[config.mk]
export PLATFORM = sky130hd
export DESIGN_NAME = cell_range_reference_parser
export DESIGN_NICKNAME = d
export VERILOG_FILES = /design/src/hdl/crrp_pkg.sv /design/src/hdl/crrp_parse.sv /design/src/hdl/crrp_count.sv /design/src/hdl/cell_range_reference_parser.sv
export SDC_FILE = /design/constraint.sdc
export NUM_CORES = 2
export LEC_CHECK = 0
export BUFFER_PORTS_ARGS = -buffer_cell sky130_fd_sc_hd__buf_2
export CAP_MARGIN = 20
export CORE_MARGIN = 2
export CORE_UTILIZATION = 25
export DETAILED_ROUTE_END_ITERATION = 12
export SLEW_MARGIN = 10
export SYNTH_ARGS = -nofsm -noshare
export SYNTH_HDL_FRONTEND = slang
export SYNTH_SLANG_ARGS = --single-unit
[constraint.sdc]
create_clock -name i_clk -period 15.24 [get_ports i_clk]
set_input_delay 2.286 -clock i_clk [delete_from_list [all_inputs] [get_ports i_clk]]
set_output_delay 2.286 -clock i_clk [all_outputs]
set_load 0.01 [all_outputs]
[src/hdl/crrp_pkg.sv]
// Shared types and constants for the cell range reference parser.
// Depends on nothing; every module of the block imports it.
package crrp_pkg;

    // Port and field widths
    localparam int CHAR_W      = 8;
    localparam int ROW_W       = 20;
    localparam int COL_W       = 14;
    localparam int CNT_W       = 35;
    localparam int OUT_BITS    = 1 + 2 + ROW_W + COL_W + ROW_W + COL_W + CNT_W;
    localparam int TDATA_OUT_W = ((OUT_BITS + 7) / 8) * 8;
    localparam int PAD_W       = TDATA_OUT_W - OUT_BITS;

    // Split point of the cell count multiply
    localparam int SPLIT = 18;

    // Radixes of the column letters and the row digits
    localparam int COL_RADIX = 26;
    localparam int ROW_RADIX = 10;

    // Character codes
    localparam logic [CHAR_W-1:0] CH_A     = 8'h41;
    localparam logic [CHAR_W-1:0] CH_Z     = 8'h5A;
    localparam logic [CHAR_W-1:0] CH_0     = 8'h30;
    localparam logic [CHAR_W-1:0] CH_9     = 8'h39;
    localparam logic [CHAR_W-1:0] CH_COLON = 8'h3A;

    // Parse phase, one-hot
    typedef enum logic [5:0] {
        PH_FIRST_START   = 6'b000001,
        PH_FIRST_LETTERS = 6'b000010,
        PH_FIRST_DIGITS  = 6'b000100,
        PH_SECOND_START  = 6'b001000,
        PH_SECOND_LETTERS= 6'b010000,
        PH_SECOND_DIGITS = 6'b100000
    } t_phase;

    // Error codes
    typedef enum logic [1:0] {
        ERR_NONE      = 2'd0,
        ERR_MALFORMED = 2'd1,
        ERR_LIMIT     = 2'd2
    } t_err;

    // Result fields other than the cell count
    typedef struct packed {
        logic             valid_res;
        t_err             error_code;
        logic [ROW_W-1:0] from_row;
        logic [COL_W-1:0] from_column;
        logic [ROW_W-1:0] to_row;
        logic [COL_W-1:0] to_column;
    } t_corners;

    // Finished parse: corners plus the two spans to multiply
    typedef struct packed {
        t_corners         corners;
        logic [CNT_W-1:0] col_span;
        logic [CNT_W-1:0] row_span;
    } t_result;

endpackage

[src/hdl/crrp_parse.sv]
// Per-character parser: phase, accumulators, first corner and error state.
// Produces the finished result for the character marked last. Uses crrp_pkg.
module crrp_parse #(
    parameter int ROW_BITS    = 20,
    parameter int COLUMN_BITS = 14
) (
    input  logic                          i_clk,
    input  logic                          i_rst_n,
    input  logic                          i_take,
    input  logic [crrp_pkg::CHAR_W-1:0]   i_char,
    input  logic                          i_last,
    input  logic                          i_range_mode,
    output crrp_pkg::t_result             o_result
);
    import crrp_pkg::*;

    // Accumulators hold up to limit + 1; products get headroom for one step
    localparam int CAW = COLUMN_BITS + 2;
    localparam int CMW = COLUMN_BITS + 5;
    localparam int RAW = ROW_BITS + 2;
    localparam int RMW = ROW_BITS + 4;

    localparam logic [CAW-1:0] CLIM = CAW'({1'b1, {COLUMN_BITS{1'b0}}});
    localparam logic [RAW-1:0] RLIM = RAW'({1'b1, {ROW_BITS{1'b0}}});

    t_phase                 r_phase, n_phase;
    t_err                   r_err, n_err;
    logic [CAW-1:0]         r_cacc, n_cacc;
    logic [RAW-1:0]         r_racc, n_racc;
    logic [ROW_BITS-1:0]    r_fr, n_fr;
    logic [COLUMN_BITS-1:0] r_fc, n_fc;

    logic                   is_letter, is_digit, is_colon;
    logic                   letter_ok, digit_ok;
    logic [CMW-1:0]         col_mac;
    logic [RMW-1:0]         row_mac;
    logic [CAW-1:0]         col_sat, cur_cdec, fin_cdec;
    logic [RAW-1:0]         row_sat, cur_rdec, fin_rdec;
    t_phase                 want_phase;
    t_err                   fin_err;
    logic [COLUMN_BITS-1:0] c1, c2, c_lo, c_hi;
    logic [ROW_BITS-1:0]    r1, r2, r_lo, r_hi;
    logic [COLUMN_BITS:0]   c_span;
    logic [ROW_BITS:0]      r_span;

    function automatic logic addr_in_limit(input logic [CAW-1:0] c, input logic [RAW-1:0] r);
        return !(c > CLIM || r == '0 || r > RLIM);
    endfunction

    // Classify the character
    assign is_letter = (i_char >= CH_A) && (i_char <= CH_Z);
    assign is_digit  = (i_char >= CH_0) && (i_char <= CH_9);
    assign is_colon  = (i_char == CH_COLON);

    assign letter_ok = (r_phase == PH_FIRST_START) || (r_phase == PH_FIRST_LETTERS) ||
                       (r_phase == PH_SECOND_START) || (r_phase == PH_SECOND_LETTERS);
    assign digit_ok  = (r_phase == PH_FIRST_LETTERS) || (r_phase == PH_FIRST_DIGITS) ||
                       (r_phase == PH_SECOND_LETTERS) || (r_phase == PH_SECOND_DIGITS);

    // Accumulate with saturation just above the limit
    assign col_mac = CMW'(r_cacc) * CMW'(COL_RADIX) + CMW'(i_char - CH_A) + CMW'(1);
    assign row_mac = RMW'(r_racc) * RMW'(ROW_RADIX) + RMW'(i_char - CH_0);
    assign col_sat = (col_mac > CMW'(CLIM)) ? (CLIM + CAW'(1)) : col_mac[CAW-1:0];
    assign row_sat = (row_mac > RMW'(RLIM)) ? (RLIM + RAW'(1)) : row_mac[RAW-1:0];

    assign cur_cdec = r_cacc - CAW'(1);
    assign cur_rdec = r_racc - RAW'(1);

    // Next state for one character
    always_comb begin
        n_phase = r_phase;
        n_err   = r_err;
        n_cacc  = r_cacc;
        n_racc  = r_racc;
        n_fr    = r_fr;
        n_fc    = r_fc;
        if (r_err != ERR_MALFORMED) begin
            if (is_letter) begin
                if (letter_ok) begin
                    n_cacc  = col_sat;
                    n_phase = ((r_phase == PH_FIRST_START) || (r_phase == PH_FIRST_LETTERS)) ?
                              PH_FIRST_LETTERS : PH_SECOND_LETTERS;
                end else begin
                    n_err = ERR_MALFORMED;
                end
            end else if (is_digit) begin
                if (digit_ok) begin
                    n_racc  = row_sat;
                    n_phase = ((r_phase == PH_FIRST_LETTERS) || (r_phase == PH_FIRST_DIGITS)) ?
                              PH_FIRST_DIGITS : PH_SECOND_DIGITS;
                end else begin
                    n_err = ERR_MALFORMED;
                end
            end else if (is_colon && i_range_mode && (r_phase == PH_FIRST_DIGITS)) begin
                // Close the first address and keep its corner
                if (addr_in_limit(r_cacc, r_racc)) begin
                    n_fc = cur_cdec[COLUMN_BITS-1:0];
                    n_fr = cur_rdec[ROW_BITS-1:0];
                end else if (r_err == ERR_NONE) begin
                    n_err = ERR_LIMIT;
                end
                n_cacc  = '0;
                n_racc  = '0;
                n_phase = PH_SECOND_START;
            end else begin
                n_err = ERR_MALFORMED;
            end
        end
    end

    // Close the string: final phase and limit checks
    assign want_phase = i_range_mode ? PH_SECOND_DIGITS : PH_FIRST_DIGITS;
    assign fin_cdec   = n_cacc - CAW'(1);
    assign fin_rdec   = n_racc - RAW'(1);

    always_comb begin
        fin_err = n_err;
        if ((fin_err != ERR_MALFORMED) && (n_phase != want_phase)) begin
            fin_err = ERR_MALFORMED;
        end
        if ((fin_err == ERR_NONE) && !addr_in_limit(n_cacc, n_racc)) begin
            fin_err = ERR_LIMIT;
        end
    end

    // Normalize the corners and form the spans
    assign c2     = fin_cdec[COLUMN_BITS-1:0];
    assign r2     = fin_rdec[ROW_BITS-1:0];
    assign c1     = i_range_mode ? n_fc : c2;
    assign r1     = i_range_mode ? n_fr : r2;
    assign c_lo   = (c1 < c2) ? c1 : c2;
    assign c_hi   = (c1 < c2) ? c2 : c1;
    assign r_lo   = (r1 < r2) ? r1 : r2;
    assign r_hi   = (r1 < r2) ? r2 : r1;
    assign c_span = {1'b0, c_hi} - {1'b0, c_lo} + (COLUMN_BITS + 1)'(1);
    assign r_span = {1'b0, r_hi} - {1'b0, r_lo} + (ROW_BITS + 1)'(1);

    // Zero every numeric field unless the string is good
    always_comb begin
        o_result                    = '0;
        o_result.corners.error_code = fin_err;
        if (fin_err == ERR_NONE) begin
            o_result.corners.valid_res   = 1'b1;
            o_result.corners.from_row    = ROW_W'(r_lo);
            o_result.corners.from_column = COL_W'(c_lo);
            o_result.corners.to_row      = ROW_W'(r_hi);
            o_result.corners.to_column   = COL_W'(c_hi);
            o_result.col_span            = CNT_W'(c_span);
            o_result.row_span            = CNT_W'(r_span);
        end
    end

    // Advance on each transfer; the last character clears the parse
    always_ff @(posedge i_clk) begin
        if (!i_rst_n || (i_take && i_last)) begin
            r_phase <= PH_FIRST_START;
            r_err   <= ERR_NONE;
            r_cacc  <= '0;
            r_racc  <= '0;
            r_fr    <= '0;
            r_fc    <= '0;
        end else if (i_take) begin
            r_phase <= n_phase;
            r_err   <= n_err;
            r_cacc  <= n_cacc;
            r_racc  <= n_racc;
            r_fr    <= n_fr;
            r_fc    <= n_fc;
        end
    end

endmodule

[src/hdl/crrp_count.sv]
// Cell count multiply: column span times row span, modulo 2^CNT_W.
// Three registered partial products of at most 18x18 bits. Uses crrp_pkg.
module crrp_count (
    input  logic                         i_clk,
    input  logic                         i_en,
    input  logic [crrp_pkg::CNT_W-1:0]   i_col_span,
    input  logic [crrp_pkg::CNT_W-1:0]   i_row_span,
    output logic [crrp_pkg::CNT_W-1:0]   o_count
);
    import crrp_pkg::*;

    localparam int HI_W = CNT_W - SPLIT;
    localparam int LL_W = 2 * SPLIT;

    logic [LL_W-1:0]  n_p_ll, r_p_ll;
    logic [CNT_W-1:0] prod_hl, prod_lh;
    logic [HI_W-1:0]  r_p_hl, r_p_lh;

    // Low by low in full; the cross terms only matter below bit HI_W
    assign n_p_ll  = LL_W'(i_col_span[SPLIT-1:0]) * LL_W'(i_row_span[SPLIT-1:0]);
    assign prod_hl = CNT_W'(i_col_span[CNT_W-1:SPLIT]) * CNT_W'(i_row_span[SPLIT-1:0]);
    assign prod_lh = CNT_W'(i_col_span[SPLIT-1:0]) * CNT_W'(i_row_span[CNT_W-1:SPLIT]);

    // Hold the partial products
    always_ff @(posedge i_clk) begin
        if (i_en) begin
            r_p_ll <= n_p_ll;
            r_p_hl <= prod_hl[HI_W-1:0];
            r_p_lh <= prod_lh[HI_W-1:0];
        end
    end

    // Combine the partials
    assign o_count = r_p_ll[CNT_W-1:0] + {HI_W'(r_p_hl + r_p_lh), {SPLIT{1'b0}}};

endmodule

[src/hdl/cell_range_reference_parser.sv]
// Spreadsheet cell / range reference parser, one character per transfer.
// The result passes through two result stages (result, multiply) and the output register.
// Throughput: one character per cycle while the master side accepts; these registers decouple.
// Reset (synchronous, active low): parse state cleared, pipeline empty, range_mode = 1.
// Uses crrp_pkg, crrp_parse and crrp_count.
module cell_range_reference_parser #(
    parameter int ROW_BITS    = 20,
    parameter int COLUMN_BITS = 14
) (
    input  logic                                i_clk,
    input  logic                                i_rst_n,
    // Slave side: tdata = char_code[7:0]; tlast = is_last
    input  logic                                s_axis_tvalid,
    output logic                                s_axis_tready,
    input  logic [crrp_pkg::CHAR_W-1:0]         s_axis_tdata,
    input  logic                                s_axis_tlast,
    // Master side: tdata = valid_res[0], error_code[2:1], from_row[22:3],
    // from_column[36:23], to_row[56:37], to_column[70:57], cell_count[105:71], zeros above
    output logic                                m_axis_tvalid,
    input  logic                                m_axis_tready,
    output logic [crrp_pkg::TDATA_OUT_W-1:0]    m_axis_tdata,
    // Configuration: range_mode
    input  logic                                i_cfg_valid,
    output logic                                o_cfg_ready,
    input  logic                                i_cfg_data
);
    import crrp_pkg::*;

    logic             r_range_mode;
    logic             in_xfer, a_go, b_go, o_go;
    t_result          parse_result;
    logic             r_a_valid, r_b_valid, r_o_valid;
    t_result          r_a;
    t_corners         r_b;
    logic [CNT_W-1:0] count;
    logic [TDATA_OUT_W-1:0] r_o_tdata;

    // Configuration register, always ready
    assign o_cfg_ready = 1'b1;

    always_ff @(posedge i_clk) begin
        if (!i_rst_n) begin
            r_range_mode <= 1'b1;
        end else if (i_cfg_valid) begin
            r_range_mode <= i_cfg_data;
        end
    end

    // Stage advance: each stage moves when it is empty or the next one moves
    assign o_go          = !r_o_valid || m_axis_tready;
    assign b_go          = !r_b_valid || o_go;
    assign a_go          = !r_a_valid || b_go;
    assign s_axis_tready = a_go;
    assign in_xfer       = s_axis_tvalid && s_axis_tready;

    crrp_parse #(
        .ROW_BITS    (ROW_BITS),
        .COLUMN_BITS (COLUMN_BITS)
    ) u_parse (
        .i_clk        (i_clk),
        .i_rst_n      (i_rst_n),
        .i_take       (in_xfer),
        .i_char       (s_axis_tdata),
        .i_last       (s_axis_tlast),
        .i_range_mode (r_range_mode),
        .o_result     (parse_result)
    );

    // Result stage: capture the finished parse
    always_ff @(posedge i_clk) begin
        if (!i_rst_n) begin
            r_a_valid <= 1'b0;
        end else if (a_go) begin
            r_a_valid <= in_xfer && s_axis_tlast;
        end
    end

    always_ff @(posedge i_clk) begin
        if (a_go) begin
            r_a <= parse_result;
        end
    end

    // Multiply stage: partial products in crrp_count, corners ride along
    crrp_count u_count (
        .i_clk      (i_clk),
        .i_en       (b_go),
        .i_col_span (r_a.col_span),
        .i_row_span (r_a.row_span),
        .o_count    (count)
    );

    always_ff @(posedge i_clk) begin
        if (!i_rst_n) begin
            r_b_valid <= 1'b0;
        end else if (b_go) begin
            r_b_valid <= r_a_valid;
        end
    end

    always_ff @(posedge i_clk) begin
        if (b_go) begin
            r_b <= r_a.corners;
        end
    end

    // Output register: pack the result item
    always_ff @(posedge i_clk) begin
        if (!i_rst_n) begin
            r_o_valid <= 1'b0;
        end else if (o_go) begin
            r_o_valid <= r_b_valid;
        end
    end

    always_ff @(posedge i_clk) begin
        if (o_go) begin
            r_o_tdata <= {{PAD_W{1'b0}}, count, r_b.to_column, r_b.to_row,
                          r_b.from_column, r_b.from_row, r_b.error_code, r_b.valid_res};
        end
    end

    assign m_axis_tvalid = r_o_valid;
    assign m_axis_tdata  = r_o_tdata;

    // A character that is not last never produces a result
    assert property (@(posedge i_clk) disable iff (!i_rst_n)
        in_xfer && !s_axis_tlast |=> !r_a_valid)
        else $error("result stage loaded by a non-final character");

    // The last character always produces a result
    assert property (@(posedge i_clk) disable iff (!i_rst_n)
        in_xfer && s_axis_tlast |=> r_a_valid)
        else $error("final character produced no result");

    // valid_res agrees with the error code
    assert property (@(posedge i_clk) disable iff (!i_rst_n)
        m_axis_tvalid |-> (m_axis_tdata[0] == (m_axis_tdata[2:1] == ERR_NONE)))
        else $error("valid_res and error_code disagree");

    // A rejected reference carries a zero cell count
    assert property (@(posedge i_clk) disable iff (!i_rst_n)
        m_axis_tvalid && !m_axis_tdata[0] |-> (m_axis_tdata[105:71] == '0))
        else $error("nonzero cell count on an invalid result");

endmodule

==> flow_summary_export.csv <==
group,metric,value,unit
timing,tns,0,ps
power,power.leakage,19.23,nW
global_route,grt_pass1_vias,26730,
timing,worst_pin_slew,1043,ps
timing,fin_crit_sh,0.9227,
final_layout,area_delta_synth_final,11.85,%
worst_setup_path,max_stage_delay,710,ps
final_layout,instances_no_fill,5840,
final_layout,finalInstanceArea,40740,µm²
cts,path_clk_slew,60,ps
final_layout,nFillCells,15200,
hold_path,whs_path_depth,0,
cts,htreeDepth,2,
synth,synth_top_area_cell,"edfxtp_1",
global_route,grt_pass1_wl,147400,µm
worst_setup_path,crit_path_top_delay_cell,"or4_1",
detailed_routing,wl,92550,µm
timing,post-route-min-period,14060,ps
detailed_routing,postRouteAntennaNets,0,
detailed_routing,vias,26760,
worst_setup_path,r2r_cells,58,
hold_path,min_path_type,"flop to flop",
placement,gp_congestion,0.8796,
power,seqPwrFrac,0.397,
power,p_clk_frac,0.389,
placement,dp_hpwl,72100,µm
synth,synth_top_area_frac,0.2770,
placement,placed_area,39050,µm²
synth,async_reset_ff_frac,0,
timing,hold_viol,0,
timing,rsz0062_at_grt,"false",
synth,syn_area,36420,µm²
synth,avgSynthCellArea,9.487,µm²
die,io_pins,130,
die,die_area,148800,µm²
worst_setup_path,critPathRequiredTime,15600,ps
synth,synth.area.top_cells,"edfxtp_1 (28%), ha_1 (14%), fa_1 (13%)",
detailed_routing,firstDrtPassIters,5,
cts,hold_buffers,0,
die,die_x,385.7,µm
synth,synth-seq-cells,420,
die,coreArea,145200,µm²
final_layout,drive_gt1_frac,0.07192,
power,intPower,2.202,mW
worst_setup_path,crit_path_max_fanout,13,
detailed_routing,dr.first_iter.drc_count,1466,
die,die_h,385.7,µm
timing,max_slew_margin,0.3046,
power,power,3.123,mW
global_route,overflow,0,
synth,yosys-top-cells-count,"inv_1 (447), ha_1 (407), nand2_1 (404), edfxtp_1 (336), nor2_1 (311)",
power,swShare,0.2947,
cts,cts_root_buf,"clkbuf_16",
placement,port_buffers,122,
global_route,grt_max_degree,98,
timing,setup_viol,0,
cts,cts.repair.resized,0,
timing,max_freq,71.11,MHz
power,power_frac_comb,0.214,
cts,cts_setup_buffers,0,
timing,fin_skew,36.29,ps
cts,cts_max_path_buffers,3,
global_route,antenna_found_initial,8,
final_layout,final_util,0.2806,
cts,clk_latency,630,ps
timing,final_max_slew_viol_count,0,
synth,synthCells,3839,
cts,cts_made_buffers,48,
timing,fin_ws,1177,ps
synth,synth_ff_type,"edfxtp_1",
timing,whs,413.1,ps
detailed_routing,wl_per_cell,15.85,µm
worst_setup_path,startpoint_type,"flop",
detailed_routing,via_per_inst,4.582,
placement,placed_cells,5748,
cts,cts.sinks,420,
worst_setup_path,crit_type,"flop to flop",
synth,synth-seq-area-share,0.3232,
final_layout,nets,4544,
synth,yosysMostFrequentCell,"inv_1",
global_route,grt_usage,0.1241,
outcome,status,"finished clean",
worst_setup_path,endpoint_kind,"flop",
power,ir_drop,0.00007916,V
power,switching_power,0.9203,mW
worst_setup_path,crit_arrival,14420,ps
detailed_routing,drcViolationCount,0,
flow_run,drv_cap,0,
power,power_density,76.65,nW/µm²
synth,synth_edf_count,336,
placement,pre_cts_ws,718.4,ps
die,num_rows,140,
cts,cts_tree,"done",
die,initial_core_util,0.2508,
synth,synth_cell_types,86,
synth,synth-warning-count,0,
## sequential cells by signal, summed over array words and instances (netlist names), 2 cells and up
name             flops
u_parse.r_err        2
u_count.r_p_lh      17
u_parse.r_fr        20
u_parse.r_racc      22
u_parse.r_phase      6
r_b                 71
u_parse.r_cacc      16
u_parse.r_fc        14
u_count.r_p_ll      35
r_a                107
m_axis_tdata       106
## power by group through the flow
stage / clock network (mW) / logic, mW / registers [mW]
finish: 1.21 / 0.668 / 1.24
global route: 1.29 / 0.750 / 1.24
CTS: 1.25 / 0.668 / 1.24
detailed placement: 0 / 0.664 / 1.26
global placement: 0 / 0.661 / 1.26
floorplan: 0 / 0.505 / 1.26
## final timing paths
check / startpoint / to / slack (ps)
worst min-delay path: r_b[3]$_DFFE_PP_ / m_axis_tdata[60]$_DFFE_PP_ / 410
worst max-delay path: u_parse.r_racc[3]$_SDFFE_PP0P_ / r_a[19]$_SDFFCE_PN0N_ / 1180
worst min register to register: r_b[3]$_DFFE_PP_ / m_axis_tdata[60]$_DFFE_PP_ / 410
worst max register to register: u_parse.r_racc[3]$_SDFFE_PP0P_ / r_a[19]$_SDFFCE_PN0N_ / 1180
## cells by family after synthesis
kind of cell    count (synthesis)  synth area share
other cells                     2         0.0002062
xor+xnor                      194           0.04665
buf+inv                       613           0.06445
fa+ha+maj                     648            0.2723
simple gates                 1224            0.1584
flops                         420            0.3232
mux                            28          0.008004
compound gates                710            0.1269
## area by class of cell
type | instances | area, µm² | area share
multi-input cells | 2811 | 22370 | 0.5490
repair buffers | 152 | 835.8 | 0.02052
clock buffers | 52 | 1259 | 0.03090
well taps | 1917 | 2399 | 0.05887
diodes | 2 | 5.005 | 0.0001228
flip-flops and latches | 420 | 11770 | 0.2890
inverters | 448 | 1684 | 0.04134
clock inverters | 38 | 417.9 | 0.01026
## layer usage
metal / share of wire / track usage / vias up
met2: 0.47 / 0.2100 / 592
met4: 0.025 / 0.03617 / 10
li1: - / - / 13140
met3: 0.050 / 0.01950 / 119
met5: 0.00055 / 0 / -
met1: 0.45 / 0.1625 / 12910
## critical path, delay by kind of cell, from the launching register on
kind	cells	cell delay, ps
buffers and inverters	2	520
AOI/OAI and AO/OA	37	7880
muxes	1	100
adders and majority gates	7	2010
DFF	1	450
xor gates and xnor gates	3	660
and+or+nand+nor	8	2190
## cells in the final DEF, fill, tap and decap left out, types with 75 or more instances in the layout
cell type    n
inv_1      446
ha_1       407
nand2_1    401
edfxtp_1   336
nor2_1     310
fa_1       241
a21oi_1    199
and2_1     170
o21ai_0    155
xnor2_1    135
buf_2      122
dfxtp_1     82
nor3_1      75
(Power assumes the default switching activity.)
